==> src/ie2ui_pkg.sv <==
// ----------------------------------------------------------------------------
// ie2ui_pkg: shared types and constants
// Event codes, result kinds, key map sizing and stage records used by the
// raw input event translator.
// ----------------------------------------------------------------------------
package ie2ui_pkg;

  // Key map depth and index width
  localparam int unsigned MAP_ENTRIES = 256;
  localparam int unsigned MapIdxW     = (MAP_ENTRIES > 1) ? $clog2(MAP_ENTRIES) : 1;

  // Request opcodes
  localparam logic OP_EVENT  = 1'b0;
  localparam logic OP_MAP_WR = 1'b1;

  // Raw event types
  localparam logic [4:0] TYPE_SYNC = 5'd0;
  localparam logic [4:0] TYPE_KEY  = 5'd1;
  localparam logic [4:0] TYPE_REL  = 5'd2;
  localparam logic [4:0] TYPE_ABS  = 5'd3;

  // Button codes
  localparam logic [15:0] MOUSE_LEFT    = 16'h0110;
  localparam logic [15:0] MOUSE_RIGHT   = 16'h0111;
  localparam logic [15:0] MOUSE_MIDDLE  = 16'h0112;
  localparam logic [15:0] TOUCH_CONTACT = 16'h014A;

  // Axis codes
  localparam logic [15:0] AXIS_X = 16'd0;
  localparam logic [15:0] AXIS_Y = 16'd1;

  // Configuration register indexes
  localparam logic CFG_SCREEN_W = 1'b0;
  localparam logic CFG_SCREEN_H = 1'b1;

  localparam logic [15:0] SCREEN_W_RST = 16'd320;
  localparam logic [15:0] SCREEN_H_RST = 16'd240;

  typedef enum logic [2:0] {
    KIND_KEY_DOWN   = 3'd0,
    KIND_KEY_UP     = 3'd1,
    KIND_MOUSE_DOWN = 3'd2,
    KIND_MOUSE_UP   = 3'd3,
    KIND_MOUSE_MOVE = 3'd4,
    KIND_NONE       = 3'd7
  } kind_e;

  // Request held in the processing stage
  typedef struct packed {
    logic        op;
    logic [4:0]  ev_type;
    logic [15:0] ev_code;
    logic [31:0] ev_value;
    logic        code_hit;   // code falls inside the key map
  } s1_t;

  // One result
  typedef struct packed {
    logic [2:0]  event_kind;
    logic [15:0] key_code;
    logic [15:0] pos_x;
    logic [15:0] pos_y;
  } res_t;

endpackage

==> src/ie2ui_if.sv <==
// ----------------------------------------------------------------------------
// ie2ui channel interfaces
// Valid/ready channels for raw event requests and for UI event results.
// ----------------------------------------------------------------------------
interface ie2ui_evt_if;
  logic        valid;
  logic        ready;
  logic        op;
  logic [4:0]  ev_type;
  logic [15:0] ev_code;
  logic [31:0] ev_value;
  logic [7:0]  map_index;
  logic [15:0] map_value;

  modport source (output valid, op, ev_type, ev_code, ev_value, map_index, map_value,
                  input ready);
  modport sink   (input valid, op, ev_type, ev_code, ev_value, map_index, map_value,
                  output ready);
endinterface

interface ie2ui_ui_if;
  logic        valid;
  logic        ready;
  logic [2:0]  event_kind;
  logic [15:0] key_code;
  logic [15:0] pos_x;
  logic [15:0] pos_y;

  modport source (output valid, event_kind, key_code, pos_x, pos_y, input ready);
  modport sink   (input valid, event_kind, key_code, pos_x, pos_y, output ready);
endinterface

==> src/ie2ui_keymap.sv <==
// ----------------------------------------------------------------------------
// ie2ui_keymap: key translation table
// Synchronous memory with one write and one registered read per cycle.
// Per-entry valid bits make every entry read as zero right after reset.
// ----------------------------------------------------------------------------
module ie2ui_keymap (
  input  logic                         clk_i,
  input  logic                         rst_ni,
  input  logic                         wr_en_i,
  input  logic [ie2ui_pkg::MapIdxW-1:0] wr_idx_i,
  input  logic [15:0]                  wr_data_i,
  input  logic                         rd_en_i,
  input  logic [ie2ui_pkg::MapIdxW-1:0] rd_idx_i,
  output logic [15:0]                  rd_data_o
);

  logic [15:0] mem_q [ie2ui_pkg::MAP_ENTRIES];
  logic [ie2ui_pkg::MAP_ENTRIES-1:0] vld_q;
  logic [15:0] rd_data_q;
  logic        rd_vld_q;

  always_ff @(posedge clk_i) begin
    if (wr_en_i) begin
      mem_q[wr_idx_i] <= wr_data_i;
    end
    if (rd_en_i) begin
      rd_data_q <= mem_q[rd_idx_i];
    end
  end

  always_ff @(posedge clk_i or negedge rst_ni) begin
    if (!rst_ni) begin
      vld_q    <= '0;
      rd_vld_q <= 1'b0;
    end else begin
      if (wr_en_i) begin
        vld_q[wr_idx_i] <= 1'b1;
      end
      if (rd_en_i) begin
        rd_vld_q <= vld_q[rd_idx_i];
      end
    end
  end

  // never-written entry reads as zero, which the core treats as pass-through
  assign rd_data_o = rd_vld_q ? rd_data_q : 16'd0;

endmodule

==> src/ie2ui_core.sv <==
// ----------------------------------------------------------------------------
// ie2ui_core: event processing stage
// Holds cursor and pending state, builds at most one result per request.
// ----------------------------------------------------------------------------
module ie2ui_core (
  input  logic             clk_i,
  input  logic             rst_ni,
  input  logic             commit_i,    // stage request retires this cycle
  input  ie2ui_pkg::s1_t  s1_i,
  input  logic [15:0]      map_data_i,
  input  logic [15:0]      screen_w_i,
  input  logic [15:0]      screen_h_i,
  output logic             res_vld_o,
  output ie2ui_pkg::res_t res_o
);

  logic signed [31:0] cur_x_q, cur_x_d;
  logic signed [31:0] cur_y_q, cur_y_d;
  ie2ui_pkg::kind_e   pend_q, pend_d;

  logic               is_btn;
  logic               press;
  logic               axis_x, axis_y;
  logic signed [31:0] rel_base;
  logic signed [32:0] rel_sum;
  logic signed [31:0] rel_sat;
  logic [15:0]        clamp_x, clamp_y;
  logic [15:0]        key_xlat;

  assign is_btn = (s1_i.ev_code == ie2ui_pkg::MOUSE_LEFT)   ||
                  (s1_i.ev_code == ie2ui_pkg::MOUSE_RIGHT)  ||
                  (s1_i.ev_code == ie2ui_pkg::MOUSE_MIDDLE) ||
                  (s1_i.ev_code == ie2ui_pkg::TOUCH_CONTACT);
  assign press  = (s1_i.ev_value != 32'd0);
  assign axis_x = (s1_i.ev_code == ie2ui_pkg::AXIS_X);
  assign axis_y = (s1_i.ev_code == ie2ui_pkg::AXIS_Y);

  assign key_xlat = (s1_i.code_hit && (map_data_i != 16'd0)) ? map_data_i : s1_i.ev_code;

  // saturating relative add, one adder shared by both axes
  assign rel_base = axis_x ? cur_x_q : cur_y_q;
  assign rel_sum  = {rel_base[31], rel_base} + {s1_i.ev_value[31], s1_i.ev_value};
  always_comb begin
    if (rel_sum[32] != rel_sum[31]) begin
      rel_sat = rel_sum[32] ? 32'sh8000_0000 : 32'sh7FFF_FFFF;
    end else begin
      rel_sat = rel_sum[31:0];
    end
  end

  // clamp to 0..screen size
  always_comb begin
    if (cur_x_q[31]) begin
      clamp_x = 16'd0;
    end else if (cur_x_q > $signed({16'd0, screen_w_i})) begin
      clamp_x = screen_w_i;
    end else begin
      clamp_x = cur_x_q[15:0];
    end
    if (cur_y_q[31]) begin
      clamp_y = 16'd0;
    end else if (cur_y_q > $signed({16'd0, screen_h_i})) begin
      clamp_y = screen_h_i;
    end else begin
      clamp_y = cur_y_q[15:0];
    end
  end

  always_comb begin
    cur_x_d   = cur_x_q;
    cur_y_d   = cur_y_q;
    pend_d    = pend_q;
    res_vld_o = 1'b0;
    res_o     = '0;
    if (s1_i.op == ie2ui_pkg::OP_EVENT) begin
      unique case (s1_i.ev_type)
        ie2ui_pkg::TYPE_KEY: begin
          if (is_btn) begin
            pend_d = press ? ie2ui_pkg::KIND_MOUSE_DOWN : ie2ui_pkg::KIND_MOUSE_UP;
          end else begin
            pend_d           = ie2ui_pkg::KIND_NONE;
            res_vld_o        = 1'b1;
            res_o.event_kind = press ? ie2ui_pkg::KIND_KEY_DOWN : ie2ui_pkg::KIND_KEY_UP;
            res_o.key_code   = key_xlat;
          end
        end
        ie2ui_pkg::TYPE_ABS: begin
          if (axis_x) begin
            cur_x_d = s1_i.ev_value;
          end else if (axis_y) begin
            cur_y_d = s1_i.ev_value;
          end
          if (pend_q == ie2ui_pkg::KIND_NONE) begin
            pend_d = ie2ui_pkg::KIND_MOUSE_MOVE;
          end
        end
        ie2ui_pkg::TYPE_REL: begin
          if (axis_x) begin
            cur_x_d = rel_sat;
          end else if (axis_y) begin
            cur_y_d = rel_sat;
          end
          if (pend_q == ie2ui_pkg::KIND_NONE) begin
            pend_d = ie2ui_pkg::KIND_MOUSE_MOVE;
          end
        end
        ie2ui_pkg::TYPE_SYNC: begin
          if (pend_q != ie2ui_pkg::KIND_NONE) begin
            cur_x_d          = $signed({16'd0, clamp_x});
            cur_y_d          = $signed({16'd0, clamp_y});
            pend_d           = ie2ui_pkg::KIND_NONE;
            res_vld_o        = 1'b1;
            res_o.event_kind = pend_q;
            res_o.pos_x      = clamp_x;
            res_o.pos_y      = clamp_y;
          end
        end
        default: begin
        end
      endcase
    end
  end

  always_ff @(posedge clk_i or negedge rst_ni) begin
    if (!rst_ni) begin
      cur_x_q <= '0;
      cur_y_q <= '0;
      pend_q  <= ie2ui_pkg::KIND_NONE;
    end else if (commit_i) begin
      cur_x_q <= cur_x_d;
      cur_y_q <= cur_y_d;
      pend_q  <= pend_d;
    end
  end

endmodule

==> src/input_event_to_ui_event_top.sv <==
// ----------------------------------------------------------------------------
// input_event_to_ui_event_top: raw input event to UI event translator
// Non-button key events are remapped through a loadable key map; button and
// pointer events build a pending mouse event that sync clamps and emits.
// ----------------------------------------------------------------------------
//
//  channel   | dir | handshake     | carries
//  ----------+-----+---------------+---------------------------------------
//  evt_i     | in  | valid/ready   | op, ev_type, ev_code, ev_value,
//            |     |               | map_index, map_value
//  ui_o      | out | valid/ready   | event_kind, key_code, pos_x, pos_y
//  cfg_*_i   | in  | write enable  | screen_width (0), screen_height (1)
//
//  One request per cycle sustained while the output is not stalled. At
//  accept the processing stage is loaded and the key map is read; when
//  the stage commits, cursor/pending state is updated and the output
//  register is loaded, from which ui_o presents the result.
//  Reset clears cursor, pending kind and the key map valid bits at once; no
//  clearing pass, the block takes requests right after reset.
//  A stalled output register freezes the processing stage; input ready
//  stays high while the processing stage is empty or retiring.
//
module input_event_to_ui_event_top (
  input  logic                clk_i,
  input  logic                rst_ni,
  ie2ui_evt_if.sink           evt_i,
  ie2ui_ui_if.source          ui_o,
  input  logic                cfg_we_i,
  input  logic                cfg_idx_i,
  input  logic [15:0]         cfg_wdata_i
);

  // config registers
  logic [15:0] screen_w_q;
  logic [15:0] screen_h_q;

  always_ff @(posedge clk_i or negedge rst_ni) begin
    if (!rst_ni) begin
      screen_w_q <= ie2ui_pkg::SCREEN_W_RST;
      screen_h_q <= ie2ui_pkg::SCREEN_H_RST;
    end else if (cfg_we_i) begin
      unique case (cfg_idx_i)
        ie2ui_pkg::CFG_SCREEN_W: screen_w_q <= cfg_wdata_i;
        ie2ui_pkg::CFG_SCREEN_H: screen_h_q <= cfg_wdata_i;
        default: begin
        end
      endcase
    end
  end

  // handshake / stage control
  logic            s1_vld_q;
  ie2ui_pkg::s1_t s1_q;
  logic            adv;        // output side can take the stage result
  logic            accept;
  logic            commit;
  logic            out_vld_q;
  ie2ui_pkg::res_t out_q;
  logic            res_vld;
  ie2ui_pkg::res_t res;

  assign adv         = !out_vld_q || ui_o.ready;
  assign evt_i.ready = !s1_vld_q || adv;
  assign accept      = evt_i.valid && evt_i.ready;
  assign commit      = s1_vld_q && adv;

  // key map access, issued at accept
  logic                          code_hit;
  logic                          map_wr;
  logic [ie2ui_pkg::MapIdxW-1:0] map_wr_idx;
  logic [ie2ui_pkg::MapIdxW-1:0] map_rd_idx;
  logic [15:0]                   map_data;

  assign code_hit   = (32'(evt_i.ev_code) < ie2ui_pkg::MAP_ENTRIES);
  assign map_wr     = accept && (evt_i.op == ie2ui_pkg::OP_MAP_WR) &&
                      (32'(evt_i.map_index) < ie2ui_pkg::MAP_ENTRIES);
  assign map_wr_idx = ie2ui_pkg::MapIdxW'(evt_i.map_index);
  assign map_rd_idx = ie2ui_pkg::MapIdxW'(evt_i.ev_code);

  // write lands at the accept edge, so a later read always sees it
  ie2ui_keymap u_keymap (
    .clk_i     (clk_i),
    .rst_ni    (rst_ni),
    .wr_en_i   (map_wr),
    .wr_idx_i  (map_wr_idx),
    .wr_data_i (evt_i.map_value),
    .rd_en_i   (accept),
    .rd_idx_i  (map_rd_idx),
    .rd_data_o (map_data)
  );

  // processing stage register
  always_ff @(posedge clk_i or negedge rst_ni) begin
    if (!rst_ni) begin
      s1_vld_q <= 1'b0;
    end else if (evt_i.ready) begin
      s1_vld_q <= evt_i.valid;
    end
  end

  always_ff @(posedge clk_i) begin
    if (accept) begin
      s1_q.op       <= evt_i.op;
      s1_q.ev_type  <= evt_i.ev_type;
      s1_q.ev_code  <= evt_i.ev_code;
      s1_q.ev_value <= evt_i.ev_value;
      s1_q.code_hit <= code_hit;
    end
  end

  ie2ui_core u_core (
    .clk_i      (clk_i),
    .rst_ni     (rst_ni),
    .commit_i   (commit),
    .s1_i       (s1_q),
    .map_data_i (map_data),
    .screen_w_i (screen_w_q),
    .screen_h_i (screen_h_q),
    .res_vld_o  (res_vld),
    .res_o      (res)
  );

  // output register
  always_ff @(posedge clk_i or negedge rst_ni) begin
    if (!rst_ni) begin
      out_vld_q <= 1'b0;
    end else if (adv) begin
      out_vld_q <= s1_vld_q && res_vld;
    end
  end

  always_ff @(posedge clk_i) begin
    if (commit && res_vld) begin
      out_q <= res;
    end
  end

  assign ui_o.valid      = out_vld_q;
  assign ui_o.event_kind = out_q.event_kind;
  assign ui_o.key_code   = out_q.key_code;
  assign ui_o.pos_x      = out_q.pos_x;
  assign ui_o.pos_y      = out_q.pos_y;

  // checks
  a_empty_stage_ready : assert property (@(posedge clk_i) disable iff (!rst_ni)
    !s1_vld_q |-> evt_i.ready)
    else $error("input stalled with empty processing stage");

  a_accept_fills_stage : assert property (@(posedge clk_i) disable iff (!rst_ni)
    accept |=> s1_vld_q)
    else $error("accepted request lost before processing");

  a_no_none_kind : assert property (@(posedge clk_i) disable iff (!rst_ni)
    out_vld_q |-> (out_q.event_kind != ie2ui_pkg::KIND_NONE))
    else $error("result with no event kind");

  a_key_no_pos : assert property (@(posedge clk_i) disable iff (!rst_ni)
    (out_vld_q && ((out_q.event_kind == ie2ui_pkg::KIND_KEY_DOWN) ||
                   (out_q.event_kind == ie2ui_pkg::KIND_KEY_UP)))
      |-> (out_q.pos_x == 16'd0) && (out_q.pos_y == 16'd0))
    else $error("key event carries pointer position");

endmodule
==> src/flat_wrapper.sv <==
// flat-port wrapper written by rule: the top's interface ports become plain ports
module input_event_to_ui_event_top_flat 
  (clk_i, rst_ni, cfg_we_i, cfg_idx_i, cfg_wdata_i, evt_i_valid, evt_i_op, evt_i_ev_type, evt_i_ev_code, evt_i_ev_value, evt_i_map_index, evt_i_map_value, evt_i_ready, ui_o_valid, ui_o_event_kind, ui_o_key_code, ui_o_pos_x, ui_o_pos_y, ui_o_ready);
  ie2ui_evt_if evt_i_i ();
  ie2ui_ui_if ui_o_i ();
  input  logic clk_i;
  input  logic rst_ni;
  input  logic cfg_we_i;
  input  logic cfg_idx_i;
  input  logic [15:0] cfg_wdata_i;
  input wire logic [$bits(evt_i_i.valid)-1:0] evt_i_valid;
  input wire logic [$bits(evt_i_i.op)-1:0] evt_i_op;
  input wire logic [$bits(evt_i_i.ev_type)-1:0] evt_i_ev_type;
  input wire logic [$bits(evt_i_i.ev_code)-1:0] evt_i_ev_code;
  input wire logic [$bits(evt_i_i.ev_value)-1:0] evt_i_ev_value;
  input wire logic [$bits(evt_i_i.map_index)-1:0] evt_i_map_index;
  input wire logic [$bits(evt_i_i.map_value)-1:0] evt_i_map_value;
  output wire logic [$bits(evt_i_i.ready)-1:0] evt_i_ready;
  output wire logic [$bits(ui_o_i.valid)-1:0] ui_o_valid;
  output wire logic [$bits(ui_o_i.event_kind)-1:0] ui_o_event_kind;
  output wire logic [$bits(ui_o_i.key_code)-1:0] ui_o_key_code;
  output wire logic [$bits(ui_o_i.pos_x)-1:0] ui_o_pos_x;
  output wire logic [$bits(ui_o_i.pos_y)-1:0] ui_o_pos_y;
  input wire logic [$bits(ui_o_i.ready)-1:0] ui_o_ready;
  assign evt_i_i.valid = evt_i_valid;
  assign evt_i_i.op = evt_i_op;
  assign evt_i_i.ev_type = evt_i_ev_type;
  assign evt_i_i.ev_code = evt_i_ev_code;
  assign evt_i_i.ev_value = evt_i_ev_value;
  assign evt_i_i.map_index = evt_i_map_index;
  assign evt_i_i.map_value = evt_i_map_value;
  assign evt_i_ready = evt_i_i.ready;
  assign ui_o_valid = ui_o_i.valid;
  assign ui_o_event_kind = ui_o_i.event_kind;
  assign ui_o_key_code = ui_o_i.key_code;
  assign ui_o_pos_x = ui_o_i.pos_x;
  assign ui_o_pos_y = ui_o_i.pos_y;
  assign ui_o_i.ready = ui_o_ready;
  input_event_to_ui_event_top u_core (.clk_i(clk_i), .rst_ni(rst_ni), .evt_i(evt_i_i), .ui_o(ui_o_i), .cfg_we_i(cfg_we_i), .cfg_idx_i(cfg_idx_i), .cfg_wdata_i(cfg_wdata_i));
endmodule
==> config.mk <==
export PLATFORM = sky130hd
export DESIGN_NAME = input_event_to_ui_event_top_flat
export DESIGN_NICKNAME = d
export VERILOG_FILES = /design/src/ie2ui_pkg.sv /design/src/ie2ui_if.sv /design/src/ie2ui_keymap.sv /design/src/ie2ui_core.sv /design/src/input_event_to_ui_event_top.sv /design/src/flat_wrapper.sv
export SDC_FILE = /design/constraint.sdc
export NUM_CORES = 2
export LEC_CHECK = 0
export ABC_CLOCK_PERIOD_IN_PS = 5550
export BUFFER_PORTS_ARGS = -buffer_cell sky130_fd_sc_hd__buf_2
export CORE_UTILIZATION = 30
export CTS_BUF_LIST = sky130_fd_sc_hd__clkbuf_8
export DETAILED_ROUTE_END_ITERATION = 8
export GPL_ROUTABILITY_DRIVEN = 0
export GPL_TIMING_DRIVEN = 0
export PLACE_DENSITY = 0.47
export SLEW_MARGIN = 30
export SYNTH_ARGS = -nofsm -noshare
export SYNTH_HDL_FRONTEND = slang
export SYNTH_SLANG_ARGS = --single-unit
==> constraint.sdc <==
create_clock -name clk_i -period 5.55 [get_ports clk_i]
set_input_delay 1.11 -clock clk_i [delete_from_list [all_inputs] [get_ports clk_i]]
set_output_delay 1.11 -clock clk_i [all_outputs]
set_load 0.1 [all_outputs]
==> metrics.md <==
| Metric | Value |
|---|---|
| Peak VDD IR | 0.245 mV |
| Hold path depth | 3 |
| Syn nets | 8156 |
| Register area | around 0.14 sq mm |
| Clk_lat worst skew | ~1300 ps |
| First-pass GRT wire length | 771000 um |
| Setup WS pre-CTS | -1400 ps |
| Dominant synthesized flop cell | edfxtp_1 |
| Commonest non-fill, non-tap cell in the layout | edfxtp_1 |
| WS Path Type | reg -> reg |
| CORE AREA | 0.594 sq mm |
| Crit-path max FO | 10 |
| Nature of the critical path endpoint | flop |
| Design Power | 0.0724 W |
| Crit-path max cell delay | 460 ps |
| Setup TNS | 0 ps |
| Pwr dens | 342 mW/mm^2 |
| Site row count | 283 |
| Pleak | 68.6 nW |
| Setup Skew | 122 ps |
| Startpoint type of the worst setup path | flop |
| Fill cells | about 55000 |
| Via count | 89900 |
| Die Y | 774 um |
| Fin crit share | a little over nine tenths |
| Commonest cells after routing, fill and taps aside | edfxtp_1 (4218), mux4_2 (1438), clkbuf_8 (792) |
| Largest net degree at the start of global routing | around 100 |
| Clk sinks | ~4600 |
| Synth Warn # | 0 |
| Pins Over Slew Limit | 0 |
| Nets | 9288 |
| Reg2reg path depth | 17 |
| FFs w/ async S/R, synth | under 10% |
| Outcome | complete, no violations |
| Clock transition at path regs | 60 ps |
| # IOs | 153 |
| Fin Hold WS | around 170 ps |
| Worst-margin pin slew | ~1100 ps |
| Overflow after GRT | 0 |
| Clock Tree Buf Depth | 4 |
| Ratio of cells with drive above 1 in the final layout | 37.1% |
| Die X-Extent | 774 um |
| Req. time, crit path | ~6600 ps |
| Register bit total from synthesis | 4576 |
| Hold Crit Class | in -> reg |
| Number of global-route vias before repair | 93100 |
| Synth cell types | between 60 and 70 |
| Clk root buf | clkbuf_8 |
| WL final | 563000 um |
| CP arrival | 6460 ps |
| Cts bufs inserted | about 760 |
| Min cycle time layout | 5420 ps |
| ANT nets after route | 0 |
| Max_slew headroom | 27.5% |
| Initial antenna violation count | 72 |
| Total GRT Usage | 18.4% |
| Syn Std Cell Area | 0.179 sq mm |
| Setup violators final | 0 |
| Sequential element share of the synthesized area | 75.8% |
| Post-synth EDFFs | around 4200 |
| Post-DR wirelength/cell | ~32 um |
| PortBufs | between 150 and 200 |
| Synthesized instance count | 7991 |
| Worst path slowest cell | nor4_4 |
| Initial DRT Pass Iterations | 8 |
| Post-synthesis area per instance | 22.4 sq um |
| MaxCap Viol Count | 0 |
| Detailed placement HPWL | between 300000 and 400000 um |
| Initial Utilization | between 30% and 40% |
| FMAX | between 0.15 and 0.2 GHz |
| CTS tree | built |
| Multi-input gate area | 0.0436 sq mm |
| RSZ-0062 raised after global routing | false |
| Die ar. | ~0.6 sq mm |
| Placed Area | just under 0.2 sq mm |
| Layout Area Growth over Synthesis | 18.2% |
| Worst-path cell chain | nor4_4, nand3_1, buf_4, nor4_4, buf_8, buf_4, mux2_2, ha_1, clkbuf_2, and4_1, a211oi_2, o31ai_2, or3_1, o311a_4, clkbuf_4, o21ai_0, a31oi_1 |
| Post-route setup slack | 131 ps |
| DRT iter0 DRCs | between 9000 and 10000 |
| Design area | 0.211 sq mm |
| Vias per cell | 5.10 |
| Hold Violations, Final | 0 |
| H-tree levels | 6 |
| Drc violations | 0 |
## kinds of logic (layout without fill, tap and decap cells)
group	after synthesis	count (layout)	synth area share [%]
flops	4576	4576	75.8
mux	1518	1518	18.6
simple gates	979	979	2.68
buf+inv	472	2239	1.06
compound gates	349	349	1.21
fa+ha+maj	73	73	0.504
xor+xnor	24	24	0.118
other cells	0	41	0
## report_power, final
part,internal (W),switching [W]
Clock,0.0141,0.0145
Combinational,0.00207,0.00354
Sequential,0.0380,0.000238
## path summary, 6_finish.rpt
| kind | startpoint | end | slack, ps |
|---|---|---|---|
| worst max-delay path | u_core.s1_q[44] | u_core.u_core.cur_x_q[10] | 130 |
| worst min-delay path | cfg_wdata_i[8] | u_core.screen_w_q[8] | 170 |
| worst max register to register | u_core.s1_q[44] | u_core.u_core.cur_x_q[10] | 130 |
| min in group asynchronous | rst_ni | u_core.u_core.cur_y_q[23] | 330 |
| max in group asynchronous | rst_ni | u_core.u_keymap.vld_q[172] | 3750 |
| worst min register to register | u_core.u_keymap.vld_q[3] | u_core.u_keymap.vld_q[3] | 460 |
## cell type report
| cell class | instances | share of cell area, % |
|---|---|---|
| clock inverter | 606 | 1.70 |
| antenna | 41 | 0.0485 |
| sequential | 4576 | 64.1 |
| inverter | 54 | 0.0976 |
| multi-input combinational | 2943 | 20.6 |
| tap | 7837 | 4.64 |
| timing repair buffer | 378 | 2.72 |
| buffer | 409 | 0.913 |
| clock buffer | 792 | 5.15 |
## flip-flops by register name, summed over array words and instances, names as in the netlist, 32 cells and up
name,count
u_core.u_keymap.mem_q,4096
u_core.u_keymap.vld_q,256
u_core.s1_q,55
u_core.u_core.cur_x_q,32
u_core.u_core.cur_y_q,32
## synthesized netlist by cell type, types with 3 or more instances
library cell	instances	area (sq um)
nand3_1	45	225
xor2_1	6	52.6
dfstp_2	9	236
a211o_1	7	61.3
buf_2	85	425
dfrtp_1	349	8730
nor2b_1	19	119
nor3_1	16	80.1
clkbuf_1	270	1010
buf_1	60	225
and2_1	5	31.3
nor3b_1	4	30.0
o31ai_1	13	97.6
mux2_2	52	586
or2_2	258	1610
maj3_1	8	80.1
and3_1	5	31.3
o21a_1	12	90.1
inv_1	53	199
a22oi_1	5	37.5
or4_1	3	22.5
o21ai_0	98	490
or3_1	15	93.8
a211oi_1	12	90.1
a21boi_0	3	22.5
and4_1	8	70.1
nor2_1	365	1370
mux2i_1	28	280
nand2b_1	24	150
a31oi_1	38	238
edfxtp_1	4218	127000
mux4_2	1438	32400
a21oi_1	92	460
nand2_1	158	593
a221oi_1	4	35.0
a21o_1	21	158
xnor2_1	18	158
o21bai_1	6	45.0
o22a_1	3	26.3
nand4_1	20	125
o211ai_1	7	52.6
ha_1	64	801
nor4_1	27	169
buf_4	3	22.5
o211a_1	4	40.0
## what timing repair did
action                                  CTS  global route
cloned                                    0             0
pin swaps                                 3             3
endpoints found under the setup margin   65            57
endpoints found under the hold margin   147             0
setup buffers                             2             2
resized for setup                        25            36
hold buffers                             41             0
## critical path: cells and delay by family (launching register included)
| family | cells | cell delay (ps) |
|---|---|---|
| adder cells (fa/ha/maj) | 1 | 320 |
| flip-flops | 1 | 430 |
| multiplexers | 1 | 380 |
| buffers and inverters | 5 | 1060 |
| AND/OR/NAND/NOR | 5 | 1590 |
| AO/OA/AOI/OAI | 5 | 1360 |
## routing by layer
layer,GRT usage (%),routed length (um),vias up
li1,-,-,36100
met1,24.8,234000,49400
met2,30.3,273000,3514
met3,3.28,37200,837
met4,5.98,19400,12
met5,0,92,-
## per-stage QoR
step	utilization (%)	instances
finish	35.6	17600
global route	35.6	17600
CTS	35.6	17600
detailed placement	33.0	16200
global placement	31.9	16000
floorplan	-	7991
No activity file was read; power rests on OpenSTA's default activity.
